--- src/hw/rtl/fed_pkg.sv ---
// Package with the shared constants, types and register codes of the echo delay block.
package fed_pkg;

  // Sample and register field widths.
  localparam int SAMPLE_W = 16;
  localparam int PCT_W    = 7;
  localparam int DLY_W    = 17;

  // Echo ring geometry.
  localparam int RING_DEPTH = 65536;
  localparam int ADDR_W     = $clog2(RING_DEPTH);
  localparam int CNT_W      = $clog2(RING_DEPTH + 1);
  localparam int DCMP_W     = (CNT_W > DLY_W) ? CNT_W : DLY_W;

  // Queue between the front and the back.
  localparam int QUEUE_DEPTH = 4;
  localparam int QPTR_W      = $clog2(QUEUE_DEPTH);
  localparam int QCNT_W      = $clog2(QUEUE_DEPTH + 1);

  // Percent limits and reset values of the registers.
  localparam int WET_MAX  = 100;
  localparam int FB_MAX   = 99;
  localparam int PCT_FULL = 100;
  localparam int RST_WET  = 50;
  localparam int RST_FB   = 50;
  localparam int RST_DLY  = 22050;

  // Saturation bounds of a 16-bit sample.
  localparam int SAT_MAX     = 32767;
  localparam int SAT_MIN     = -32768;
  localparam int SAT_MAG_MIN = 32768;

  // Datapath widths: products, sums, magnitudes and quotients.
  localparam int PROD_W = 24;
  localparam int SUM_W  = 25;
  localparam int MAG_W  = 23;
  localparam int QUO_W  = 17;

  // Division by 100 as a multiplication by ceil(2^30 / 100) and a shift.
  localparam int RECIP_W   = 24;
  localparam int RECIP     = 10737419;
  localparam int DIV_SHIFT = 30;
  localparam int MULQ_W    = MAG_W + RECIP_W;

  // Configuration port.
  localparam int PADDR_W = 4;
  localparam int PDATA_W = 32;

  typedef enum logic [1:0] {
    REG_WET = 2'd0,
    REG_FB  = 2'd1,
    REG_DLY = 2'd2
  } fed_reg_t;

  // One classified request as it waits between the front and the back.
  typedef struct packed {
    logic signed [SAMPLE_W-1:0] dry;
    logic [ADDR_W-1:0]          wp;
    logic [ADDR_W-1:0]          rp;
    logic                       fx_zero;
  } fed_item_t;

  // Mix settings used by the back.
  typedef struct packed {
    logic [PCT_W-1:0] wet;
    logic [PCT_W-1:0] fb;
  } fed_cfg_t;

endpackage

--- src/hw/rtl/fed_queue.sv ---
// Short FIFO of classified requests between the front and the back.
module fed_queue import fed_pkg::*; (
  input  logic      clk,
  input  logic      rst_n,
  input  logic      push_valid,
  input  fed_item_t push_item,
  output logic      push_ready,
  output logic      pop_valid,
  output fed_item_t pop_item,
  input  logic      pop_ready
);

  fed_item_t         slot_r [QUEUE_DEPTH];
  logic [QPTR_W-1:0] wr_ptr_r, wr_ptr_nxt;
  logic [QPTR_W-1:0] rd_ptr_r, rd_ptr_nxt;
  logic [QCNT_W-1:0] cnt_r, cnt_nxt;
  logic              push, pop;

  // Handshakes on both sides.
  assign push_ready = (cnt_r != QCNT_W'(QUEUE_DEPTH));
  assign pop_valid  = (cnt_r != '0);
  assign pop_item   = slot_r[rd_ptr_r];
  assign push       = push_valid && push_ready;
  assign pop        = pop_valid && pop_ready;

  // Pointer and occupancy update.
  always_comb begin
    wr_ptr_nxt = wr_ptr_r;
    rd_ptr_nxt = rd_ptr_r;
    cnt_nxt    = cnt_r;
    if (push) begin
      wr_ptr_nxt = (wr_ptr_r == QPTR_W'(QUEUE_DEPTH - 1)) ? '0 : wr_ptr_r + 1'b1;
    end
    if (pop) begin
      rd_ptr_nxt = (rd_ptr_r == QPTR_W'(QUEUE_DEPTH - 1)) ? '0 : rd_ptr_r + 1'b1;
    end
    if (push && !pop) begin
      cnt_nxt = cnt_r + 1'b1;
    end else if (pop && !push) begin
      cnt_nxt = cnt_r - 1'b1;
    end
  end

  always_ff @(posedge clk) begin
    if (!rst_n) begin
      wr_ptr_r <= '0;
      rd_ptr_r <= '0;
      cnt_r    <= '0;
    end else begin
      wr_ptr_r <= wr_ptr_nxt;
      rd_ptr_r <= rd_ptr_nxt;
      cnt_r    <= cnt_nxt;
    end
  end

  // Storage slots.
  always_ff @(posedge clk) begin
    if (push) begin
      slot_r[wr_ptr_r] <= push_item;
    end
  end

endmodule

--- config.mk ---
export PLATFORM = sky130hd
export DESIGN_NAME = fed_queue
export DESIGN_NICKNAME = d
export VERILOG_FILES = /design/src/hw/rtl/fed_pkg.sv /design/src/hw/rtl/fed_queue.sv
export SDC_FILE = /design/constraint.sdc
export NUM_CORES = 1
export LEC_CHECK = 0
export BUFFER_PORTS_ARGS = -buffer_cell sky130_fd_sc_hd__buf_2
export CAP_MARGIN = 20
export CORE_MARGIN = 5
export CORE_UTILIZATION = 30
export CTS_CLUSTER_DIAMETER = 200
export DETAILED_ROUTE_END_ITERATION = 7
export GPL_TIMING_DRIVEN = 0
export HOLD_SLACK_MARGIN = 0.08
export PLACE_DENSITY = 0.47
export SLEW_MARGIN = 10
export SYNTH_ARGS = -nofsm -noshare
export SYNTH_HDL_FRONTEND = slang
export SYNTH_SLANG_ARGS = --single-unit
--- constraint.sdc ---
create_clock -name clk -period 3.2 [get_ports clk]
set_input_delay 0 -clock clk [delete_from_list [all_inputs] [get_ports clk]]
set_output_delay 0 -clock clk [all_outputs]
set_load 0.1 [all_outputs]
==> flow_metrics.env <==
export IMPL_critPathKind="reg -> reg"
export IMPL_synth_compound_area_share_pct=0.4639
export IMPL_drc=0
export IMPL_cts_buffer_depth=3
export IMPL_dieWidth_um=168.7
export IMPL_die_area_sq_mm=0.02845
export IMPL_setup_violations=0
export IMPL_wirelength_um=14900
export IMPL_synth_top_family_by_area="multiplexers"
export IMPL_core_sq_mm=0.02496
export IMPL_die_h_um=168.7
export IMPL_hold_path_endpoint="slot_r[3][15]"
export IMPL_layout_drive_gt1_share_pct=40.28
export IMPL_slew_headroom_pct=52.52
export IMPL_antenna_found_initial=0
export IMPL_yosysUniqueCellTypes=29
export IMPL_cp_cell_sequence="o31ai_1 > ha_1 > inv_1 > fa_1 > xor2_1 > or3_2 > a21boi_0"
export IMPL_cp_end_kind="flip-flop"
export IMPL_yosys_area_share_simple_pct=1.557
export IMPL_syn_avg_cell_area_sq_um=24.60
export IMPL_grt_max_degree=28
export IMPL_viasPerCell=4.409
export IMPL_clkSinkCount=205
export IMPL_syn_cell_area_sq_mm=0.007552
export IMPL_dr_pass1_iters=4
export IMPL_cts_tree="yes"
export IMPL_io_pins=104
export IMPL_groute_usage_overall_pct=10.58
export IMPL_post_route_period_util_pct=76.86
export IMPL_path_max_fanout=5
export IMPL_timing_fmax_mhz=406.6
export IMPL_worst_pin_slew_ps=712.2
export IMPL_clk_pin_slew_worst_paths_ps=60
export IMPL_maxSlewViolCount=0
export IMPL_tns_ps=0
export IMPL_initial_core_util_pct=30.25
export IMPL_min_delay_path_class="in -> reg"
export IMPL_hpwlAfterDp_um=9087
export IMPL_io_buffers=103
export IMPL_critical_path_required_ps=3620
export IMPL_ff2ff_setup_slack_ps=740
export IMPL_postRouteAntennaNets=0
export IMPL_grt_pass1_vias=4180
export IMPL_syn_instance_count=307
export IMPL_place_congestion=0.6408
export IMPL_rr_worst_depth=7
export IMPL_grt_pass1_wl_um=23540
export IMPL_vias=3699
export IMPL_r2r_start="cnt_r[0]"
export IMPL_yosysWarnings=0
export IMPL_leakage_nw=3.339
export IMPL_syn_to_final_growth_pct=30.15
export IMPL_critPathLaunch="cnt_r[0]"
export IMPL_diodes=0
export IMPL_insertion_delay_ps=500
export IMPL_rsz0062_at_grt="no"
export IMPL_seq_area_frac_synth_pct=80.32
export IMPL_status="finished, final reports clean"
export IMPL_holdWs_ps=241.3
export IMPL_fin_nets=552
export IMPL_cts_buffers=23
export IMPL_synthMuxAreaShare_pct=14.88
export IMPL_synth_xor_area_share_pct=0.2319
export IMPL_hold_viol_final=0
export IMPL_min_from="push_item[15]"
export IMPL_worstPathArrival_ps=2880
export IMPL_root_buffer="clkbuf_16"
export IMPL_num_rows=58
export IMPL_synth_nets=367
export IMPL_r2r_end="cnt_r[2]"
export IMPL_cpPeakStageDelay_ps=510
export IMPL_synthAdderAreaFrac_pct=1.259
export IMPL_start_kind="flip-flop"
export IMPL_worst_clock_skew_ps=13.87
export IMPL_ys_seq_elements=205
export IMPL_overflow=0
export IMPL_max_cap_violations=0
export IMPL_worst_path_max_delay_cell="o31ai_1"
export IMPL_post_cts_resize_count=0
export IMPL_post_cts_setup_buffers=0
export IMPL_min_path_cells=2
export IMPL_avgRoutedWirePerCell_um=17.75
export IMPL_powerDensity_mw_per_mm2=950.7
export IMPL_first_iter_violations=207
export IMPL_htreeDepth=1
export IMPL_fin_crit_ps=2460
export IMPL_ir_worst_vdd_uv=383.2
## report_power, final
part / total [mW] / switching [mW] / internal, mW
combinational: 3.53 / 2.72 / 0.810
clock: 2.48 / 0.974 / 1.50
sequential: 3.34 / 0.0812 / 3.25
total: 9.34 / 3.78 / 5.57
## registers in the layout, indices dropped and copies added, names as in the netlist, named ones only
signal,count
slot_r,196
cnt_r,3
wr_ptr_r,2
rd_ptr_r,2
## worst max-delay path by stage
stage                    endpoint  slack, ps  depth (start not counted)
floorplan                cnt_r[2]        880                          9
global placement    slot_r[2][29]        840                          3
detailed placement       cnt_r[2]        690                          7
CTS                      cnt_r[2]        680                          7
global route             cnt_r[2]        480                          7
finish                   cnt_r[2]        740                          7
## cell usage after synthesis, drive strengths merged
cell / number / area share [%]
a21boi: 1 / 0.099
mux4: 49 / 15
mux2i: 2 / 0.27
or3: 2 / 0.20
fa: 1 / 0.27
buf: 11 / 1.0
and2: 2 / 0.20
nand2: 5 / 0.25
inv: 3 / 0.15
o31ai: 1 / 0.099
xnor2: 1 / 0.12
o21ai: 4 / 0.26
or3b: 1 / 0.12
nor2b: 1 / 0.083
ha: 6 / 0.99
xor2: 1 / 0.12
clkbuf: 2 / 0.12
nor2: 2 / 0.099
nand4: 1 / 0.083
and3: 4 / 0.40
dfxtp: 9 / 2.4
edfxtp: 196 / 78
nand3: 2 / 0.13
## critical path: cells and delay by family (launching register included)
family | cells | cell delay [ps]
adders and majority gates | 2 | 670
xor gates and xnor gates | 1 | 190
buffers and inverters | 1 | 60
AOI/OAI and AO/OA | 2 | 700
DFF | 1 | 360
and+or+nand+nor | 1 | 400
## per-layer routing
metal  up-vias  track usage, %  share of wire [%]
met5         -               0                  0
met4         0           2.576                1.7
met3        26           2.499                5.8
li1       1669               -                  -
met2        95           18.08                 50
met1      1909           13.72                 43
## repair_timing
item	4_1_cts	5_1_grt
hold endpoints to repair	205	0
setup endpoints to repair	0	0
hold buffers	53	0
## per-stage QoR
stage          std cells  util [%]  instance area [sq um]  worst slack [ps]  power, mW
2_1_floorplan        307         -                   7552             878.0      6.294
3_3_place_gp         740     33.97                   8481             844.4      6.857
3_5_place_dp         744     34.35                   8576             691.5      6.932
4_1_cts              839     39.37                   9829             683.2      9.509
5_1_grt              839     39.37                   9829             477.7      9.768
6_report             839     39.37                   9829             740.4      9.345
## cell usage in the layout, fill, tap and decap left out, drive strengths merged
master       synthesis  final
edfxtp             196    196
buf                 11    118
dlygate4sd3          0     53
mux4                49     49
clkbuf               2     38
dfxtp                9      9
ha                   6      6
nand2                5      5
and3                 4      4
clkinv               0      4
inv                  3      4
o21ai                4      4
or3                  2      2
nor2                 2      2
nand3                2      2
mux2i                2      2
and2                 2      2
or3b                 1      1
o31ai                1      1
xnor2                1      1
nand4                1      1
nor2b                1      1
xor2                 1      1
a21boi               1      1
fa                   1      1
bufinv               0      1
## area by class of cell
cell class                 instances  area (sq um)
fill                            2303         15130
sequential                       205          6066
multi-input combinational         86          1404
timing repair buffer             160          1126
clock buffer                      36         664.4
tap                              330         412.9
buffer                            13         86.33
clock inverter                     6         58.81
inverter                           3         11.26
## kinds of logic after synthesis
kind of cell               Yosys count
AOI/OAI and AO/OA                    6
buffers and inverters               16
and+or+nand+nor                     20
DFF                                205
adders and majority gates            7
muxes                               51
xor gates and xnor gates             2
(Power assumes the default switching activity.)
