===== src/hw/rtl/fed_pkg.sv =====
// Package with the shared constants, types and register codes of the echo delay block.
package fed_pkg;

  // Sample and register field widths.
  localparam int SAMPLE_W = 16;
  localparam int PCT_W    = 7;
  localparam int DLY_W    = 17;

  // Echo ring geometry.
  localparam int RING_DEPTH = 65536;
  localparam int ADDR_W     = $clog2(RING_DEPTH);
  localparam int CNT_W      = $clog2(RING_DEPTH + 1);
  localparam int DCMP_W     = (CNT_W > DLY_W) ? CNT_W : DLY_W;

  // Queue between the front and the back.
  localparam int QUEUE_DEPTH = 4;
  localparam int QPTR_W      = $clog2(QUEUE_DEPTH);
  localparam int QCNT_W      = $clog2(QUEUE_DEPTH + 1);

  // Percent limits and reset values of the registers.
  localparam int WET_MAX  = 100;
  localparam int FB_MAX   = 99;
  localparam int PCT_FULL = 100;
  localparam int RST_WET  = 50;
  localparam int RST_FB   = 50;
  localparam int RST_DLY  = 22050;

  // Saturation bounds of a 16-bit sample.
  localparam int SAT_MAX     = 32767;
  localparam int SAT_MIN     = -32768;
  localparam int SAT_MAG_MIN = 32768;

  // Datapath widths: products, sums, magnitudes and quotients.
  localparam int PROD_W = 24;
  localparam int SUM_W  = 25;
  localparam int MAG_W  = 23;
  localparam int QUO_W  = 17;

  // Division by 100 as a multiplication by ceil(2^30 / 100) and a shift.
  localparam int RECIP_W   = 24;
  localparam int RECIP     = 10737419;
  localparam int DIV_SHIFT = 30;
  localparam int MULQ_W    = MAG_W + RECIP_W;

  // Configuration port.
  localparam int PADDR_W = 4;
  localparam int PDATA_W = 32;

  typedef enum logic [1:0] {
    REG_WET = 2'd0,
    REG_FB  = 2'd1,
    REG_DLY = 2'd2
  } fed_reg_t;

  // One classified request as it waits between the front and the back.
  typedef struct packed {
    logic signed [SAMPLE_W-1:0] dry;
    logic [ADDR_W-1:0]          wp;
    logic [ADDR_W-1:0]          rp;
    logic                       fx_zero;
  } fed_item_t;

  // Mix settings used by the back.
  typedef struct packed {
    logic [PCT_W-1:0] wet;
    logic [PCT_W-1:0] fb;
  } fed_cfg_t;

endpackage


===== src/hw/rtl/fed_if.sv =====
// Valid/ready channel interfaces for input samples and mixed results.
interface fed_in_if import fed_pkg::*; ();
  logic                       valid;
  logic                       ready;
  logic signed [SAMPLE_W-1:0] sample_in;
  logic                       silent;
  logic                       flush_first;

  modport source (output valid, sample_in, silent, flush_first, input ready);
  modport sink (input valid, sample_in, silent, flush_first, output ready);
endinterface



===== src/hw/rtl/fed_front.sv =====
// Front end: accepts samples, tracks the write position and ring fill, classifies each request.
module fed_front import fed_pkg::*; (
  input  logic             clk,
  input  logic             rst_n,
  fed_in_if.sink           in_ch,
  input  logic [DLY_W-1:0] dly,
  output logic             push_valid,
  output fed_item_t        push_item,
  input  logic             push_ready
);

  logic [ADDR_W-1:0] wp_r, wp_nxt;
  logic [CNT_W-1:0]  fill_r, fill_nxt;
  logic [CNT_W-1:0]  fill_eff;
  logic [DCMP_W-1:0] dly_ext, dly_eff, wp_ext, rp_ext;
  logic              push;

  assign in_ch.ready = push_ready;
  assign push_valid  = in_ch.valid;
  assign push        = in_ch.valid && push_ready;

  // Clamp the delay to one through the ring depth.
  always_comb begin
    dly_ext = DCMP_W'(dly);
    if (dly_ext == '0) begin
      dly_eff = DCMP_W'(1);
    end else if (dly_ext > DCMP_W'(RING_DEPTH)) begin
      dly_eff = DCMP_W'(RING_DEPTH);
    end else begin
      dly_eff = dly_ext;
    end
  end

  // The fill count holds how many entries behind the write position were written
  // since reset or the last flush; anything older reads as zero.
  always_comb begin
    fill_eff = in_ch.flush_first ? '0 : fill_r;
    wp_ext   = DCMP_W'(wp_r);
    if (wp_ext >= dly_eff) begin
      rp_ext = wp_ext - dly_eff;
    end else begin
      rp_ext = wp_ext + DCMP_W'(RING_DEPTH) - dly_eff;
    end
    push_item.dry     = in_ch.silent ? '0 : in_ch.sample_in;
    push_item.wp      = wp_r;
    push_item.rp      = rp_ext[ADDR_W-1:0];
    push_item.fx_zero = (dly_eff > DCMP_W'(fill_eff));
  end

  // Advance the write position and the fill count on every accepted request.
  always_comb begin
    wp_nxt   = wp_r;
    fill_nxt = fill_r;
    if (push) begin
      wp_nxt   = (wp_r == ADDR_W'(RING_DEPTH - 1)) ? '0 : wp_r + 1'b1;
      fill_nxt = (fill_eff == CNT_W'(RING_DEPTH)) ? fill_eff : fill_eff + 1'b1;
    end
  end

  always_ff @(posedge clk) begin
    if (!rst_n) begin
      wp_r   <= '0;
      fill_r <= '0;
    end else begin
      wp_r   <= wp_nxt;
      fill_r <= fill_nxt;
    end
  end

`ifndef SYNTHESIS
  // After a flush only the entry written by the flushing request counts as filled.
  a_flush_fill: assert property (@(posedge clk) disable iff (!rst_n)
    (push && in_ch.flush_first) |=> (fill_r == CNT_W'(1)))
    else $error("fill count wrong after flush");

  // The write position stays inside the ring.
  a_wp_range: assert property (@(posedge clk) disable iff (!rst_n)
    1'b1 |-> (wp_r <= ADDR_W'(RING_DEPTH - 1)))
    else $error("write position outside the ring");
`endif

endmodule


===== src/flat_wrapper.sv =====
// flat-port wrapper written by rule: the top's interface ports become plain ports
module fed_front_flat import fed_pkg::*;
  (clk, rst_n, dly, push_valid, push_item, push_ready, in_ch_valid, in_ch_sample_in, in_ch_silent, in_ch_flush_first, in_ch_ready);
  fed_in_if in_ch_i ();
  input  logic clk;
  input  logic rst_n;
  input  logic [DLY_W-1:0] dly;
  output logic push_valid;
  output fed_item_t push_item;
  input  logic push_ready;
  input wire logic [$bits(in_ch_i.valid)-1:0] in_ch_valid;
  input wire logic [$bits(in_ch_i.sample_in)-1:0] in_ch_sample_in;
  input wire logic [$bits(in_ch_i.silent)-1:0] in_ch_silent;
  input wire logic [$bits(in_ch_i.flush_first)-1:0] in_ch_flush_first;
  output wire logic [$bits(in_ch_i.ready)-1:0] in_ch_ready;
  assign in_ch_i.valid = in_ch_valid;
  assign in_ch_i.sample_in = in_ch_sample_in;
  assign in_ch_i.silent = in_ch_silent;
  assign in_ch_i.flush_first = in_ch_flush_first;
  assign in_ch_ready = in_ch_i.ready;
  fed_front u_core (.clk(clk), .rst_n(rst_n), .in_ch(in_ch_i), .dly(dly), .push_valid(push_valid), .push_item(push_item), .push_ready(push_ready));
endmodule

===== config.mk =====
export PLATFORM = sky130hd
export DESIGN_NAME = fed_front_flat
export DESIGN_NICKNAME = d
export VERILOG_FILES = /design/src/hw/rtl/fed_pkg.sv /design/src/hw/rtl/fed_if.sv /design/src/hw/rtl/fed_front.sv /design/src/flat_wrapper.sv
export SDC_FILE = /design/constraint.sdc
export NUM_CORES = 1
export LEC_CHECK = 0
export BUFFER_PORTS_ARGS = -buffer_cell sky130_fd_sc_hd__buf_2
export CAP_MARGIN = 20
export CORE_ASPECT_RATIO = 2
export CORE_MARGIN = 1
export CORE_UTILIZATION = 40
export CTS_BUF_LIST = sky130_fd_sc_hd__clkbuf_16
export DETAILED_ROUTE_END_ITERATION = 12
export SLEW_MARGIN = 20
export SYNTH_ARGS = -nofsm -noshare
export SYNTH_HDL_FRONTEND = slang
export SYNTH_SLANG_ARGS = --single-unit

===== constraint.sdc =====
create_clock -name clk -period 5.9 [get_ports clk]
set_input_delay 1.475 -clock clk [delete_from_list [all_inputs] [get_ports clk]]
set_output_delay 1.475 -clock clk [all_outputs]
set_load 0.005 [all_outputs]

==> impl_metrics.tcl <==
set metrics [dict create \
    clock_tree.htree_level_count 2 \
    max_freq_mhz 176.7 \
    totalPowerFinal_uw 611.7 \
    postCtsSetupBuffers 0 \
    detailed_place_hpwl_um 7335 \
    cp_max_fo 11 \
    vias_per_cell 5.343 \
    worst_path_buffer_plus_inverter_count 6 \
    cts_buffers 5 \
    critical_path.max_stage_delay_ns 0.33 \
    dr_wl_met3_um 372 \
    slew_headroom_pct 44.55 \
    synth-seq-cells 33 \
    gr-usage-all-layers_pct 23.62 \
    hold_slack_ns 0.5241 \
    ioPinCount 90 \
    die_width_um 63.80 \
    hp-class "flip-flop to flip-flop" \
    total_leakage_power_nw 1.929 \
    layout.nets 585 \
    power.density_cell_area_nw_per_um2 158.4 \
    detail_route.drc_violations 0 \
    grt_setup_unrepaired "no" \
    clock_sink_count 33 \
    grt_antenna_before_repair 0 \
    multi_input_area_um2 2256 \
    reg2reg_setup_slack_ns 3.69 \
    io_buffer_count 89 \
    reg2reg_launch_point "u_core.fill_r[12]" \
    ctsHoldBuffers 0 \
    run_status "finished, final reports clean" \
    uppermost_signal_routing_layer_after_detailed_routing "met4" \
    ys_seq_area_share_pct 21.62 \
    synth_nets 483 \
    critical-path-top-cell-by-count "sky130_fd_sc_hd__buf_4" \
    detail_route.wl_per_cell_um 14.69 \
    core.rowCount 44 \
    route.vias.total 3222 \
    report.final.hold_viol_count 0 \
    layout.area.seq_um2 660.6 \
    post_synth.cell_area_avg_um2 7.489 \
    design.core.area_um2 7322 \
    maximum_number_of_pins_on_one_net_before_global_route_repair 24 \
    worst_clock_skew_ns 0.002845 \
    edff_count_synth 0 \
    grt_pass1_wl_um 14790 \
    arrival_ns 4.18 \
    timing_worst_setup_path_type "input port to output pin" \
    initial_core_utilization_pct 41.73 \
    gp_congestion 0.8369 \
    grt_overflow_total 0 \
    hold_path_startpoint "u_core.wp_r[0]" \
    start_kind "input port" \
    drive_gt1_share_pct 24.46 \
    drt-met1-wl_um 3212 \
    clock_tree_from_tritoncts "done" \
    die-height_um 125.6 \
    clkTransAtPathRegs_ns 0.05 \
    flow.area_growth_from_synthesis_pct 26.37 \
    finalSetupViolCount 0 \
    cts.path.max_buffers 2 \
    fin_crit_ns 5.658 \
    synthesis.yosys.warnings 0 \
    number_of_global_route_vias_before_repair 3310 \
    synth_area_leader_cell "sky130_fd_sc_hd__dfxtp_1" \
    routed_wl_um 8860 \
    rr_worst_depth 7 \
    n_antenna_cell 0 \
    insertion_delay_to_the_later_sink_of_the_worst_skew_pair_ns 0.28 \
    cp_data_required_time_ns 4.43 \
    worst_pin_slew_ns 0.8279 \
    timing.critical_path.slowest_stage_cell "sky130_fd_sc_hd__nor4_4" \
    r2r_end "u_core.fill_r[8]" \
    final.fill_count 767 \
    die-area_um2 8013 \
    detailedRoute.firstPassIterationCount 5 \
    timing_max_transition_violations_final 0 \
    postSynthCellCount 408 \
    vdd_ir_drop_max_uv 97.63 \
    setup_slack_ns 0.2416 \
    postSynth.asyncResetShare_pct 0 \
    ys_top_cells_by_area "sky130_fd_sc_hd__dfxtp_1 (22%), sky130_fd_sc_hd__ha_1 (14%), sky130_fd_sc_hd__xnor2_1 (7.5%)" \
    setup.worst_path.end_class "output pin" \
    drv.max_cap_violation_count 0 \
    yosys.area.top_type_share_pct 21.62 \
    clock-root-buffer "sky130_fd_sc_hd__clkbuf_16" \
    critical_path.top_delay_family "buffers and inverters" \
    final_worst_path_period_share_pct 95.90 \
    timing.hold.worst_path_depth 2 \
    yosys.cell_types.count 49 \
    dominantRegCellSynth "sky130_fd_sc_hd__dfxtp_1" \
    antenna_violating_nets_post_route 0 \
    syn_area_um2 3055 \
    route.met2.wl_um 4967 \
    placement_setup_slack_ns -0.04709 \
    initialDrtViolationCount 167 \
    crit_chain "buf_2 -> nor4_4 -> buf_4 -> nand4_1 -> nand2_2 -> buf_4 -> nand2_1 -> ha_1 -> o21ai_0 -> nand2b_1 -> o41ai_2 -> buf_4 -> buf_4 -> nor4_1 -> a211oi_1 -> xnor2_1 -> buf_2" \
    worst_hold_path.endpoint "u_core.wp_r[0]" \
]
layout by cell type, fill, tap and decap left out, drive strengths merged, types with 9 or more instances in the layout:
| cell | synthesis | final |
|---|---|---|
| a21o | 9 | 9 |
| nor2b | 20 | 20 |
| nand4 | 17 | 17 |
| nand3 | 17 | 17 |
| ha | 35 | 35 |
| nor2 | 42 | 42 |
| a21oi | 17 | 17 |
| dfxtp | 33 | 33 |
| o21ai | 12 | 12 |
| inv | 28 | 31 |
| xnor2 | 26 | 26 |
| buf | 4 | 108 |
| nand2 | 52 | 52 |
| nand2b | 21 | 21 |
| xor2 | 14 | 14 |
report_power, final:
| part | internal [mW] | switching [mW] |
|---|---|---|
| clock network | 0.152 | 0.0971 |
| logic | 0.0654 | 0.0710 |
| registers | 0.225 | 0.00177 |
| total | 0.442 | 0.170 |
worst max-delay path by stage:
| stage | depth (start not counted) | startpoint | slack [ns] | endpoint |
|---|---|---|---|---|
| final | 17 | dly[10] | 0.24 | push_item[16] |
| after detailed placement | 15 | dly[10] | -0.05 | push_item[14] |
| after CTS | 15 | dly[10] | 0.07 | push_item[14] |
| after global placement | 15 | dly[10] | -0.04 | push_item[14] |
| after floorplan | 11 | dly[9] | 0.48 | push_item[14] |
| after global routing | 17 | dly[10] | 0.01 | push_item[16] |
metal layers:
layer | up-vias | global-route usage, %
met5 | - | 0
met4 | 0 | 12.83
met3 | 22 | 3.923
met2 | 102 | 46.06
met1 | 1500 | 22.15
li1 | 1598 | -
area by class of cell:
| cell class | count | share of cell area [%] |
|---|---|---|
| Timing Repair Buffer | 108 | 15.23 |
| Tap cell | 92 | 2.981 |
| Multi-Input combinational cell | 334 | 58.43 |
| Clock inverter | 3 | 0.2916 |
| Clock buffer | 5 | 3.240 |
| Sequential cell | 33 | 17.11 |
| Inverter | 28 | 2.722 |
sequential cells by signal, summed over array words and instances (netlist names):
| signal | count |
|---|---|
| u_core.wp_r | 16 |
| u_core.fill_r | 17 |
logic make-up after synthesis:
| kind of cell | synth area share (%) |
|---|---|
| buffers and inverters | 5.528 |
| xor gates and xnor gates | 11.47 |
| muxes | 0.3276 |
| and+or+nand+nor | 34.23 |
| AOI/OAI and AO/OA | 11.83 |
| adders and majority gates | 14.99 |
| DFF | 21.62 |
cell usage after synthesis, types with 6 or more instances:
cell	n
sky130_fd_sc_hd__nand2_1	51
sky130_fd_sc_hd__nor2_1	42
sky130_fd_sc_hd__ha_1	35
sky130_fd_sc_hd__dfxtp_1	33
sky130_fd_sc_hd__inv_1	28
sky130_fd_sc_hd__xnor2_1	26
sky130_fd_sc_hd__nand2b_1	21
sky130_fd_sc_hd__nor2b_1	20
sky130_fd_sc_hd__a21oi_1	17
sky130_fd_sc_hd__nand3_1	17
sky130_fd_sc_hd__nand4_1	15
sky130_fd_sc_hd__xor2_1	14
sky130_fd_sc_hd__a21o_1	9
sky130_fd_sc_hd__clkbuf_1	9
sky130_fd_sc_hd__nor4_1	7
sky130_fd_sc_hd__o21ai_0	7
sky130_fd_sc_hd__and2_1	6
worst reg2reg max path, cell delays in order, from the launching register on:
cell and delay, ns:
sky130_fd_sc_hd__dfxtp_1 0.38, sky130_fd_sc_hd__or4_1 0.56, sky130_fd_sc_hd__nor4_1 0.24, sky130_fd_sc_hd__a31oi_1 0.33, sky130_fd_sc_hd__buf_4 0.28, sky130_fd_sc_hd__nand4_1 0.11
sky130_fd_sc_hd__xnor2_1 0.12, sky130_fd_sc_hd__nor2_1 0.05
repair_timing:
| item | CTS | global route |
|---|---|---|
| resized for setup | 1 | 4 |
| pin swaps | 0 | 0 |
| endpoints found under the setup margin | 2 | 2 |
| hold endpoints to repair | 0 | 0 |
stage by stage:
stage | TNS, ns | util [%] | cell area, µm² | instances
2_1_floorplan | 0 | - | 3055 | 408
3_3_place_gp | -0.03598 | 50.46 | 3695 | 595
3_5_place_dp | -0.06146 | 50.46 | 3695 | 595
4_1_cts | 0 | 52.41 | 3837 | 603
5_1_grt | 0 | 52.73 | 3861 | 603
6_report | 0 | 52.73 | 3861 | 603
(Power assumes the default switching activity.)
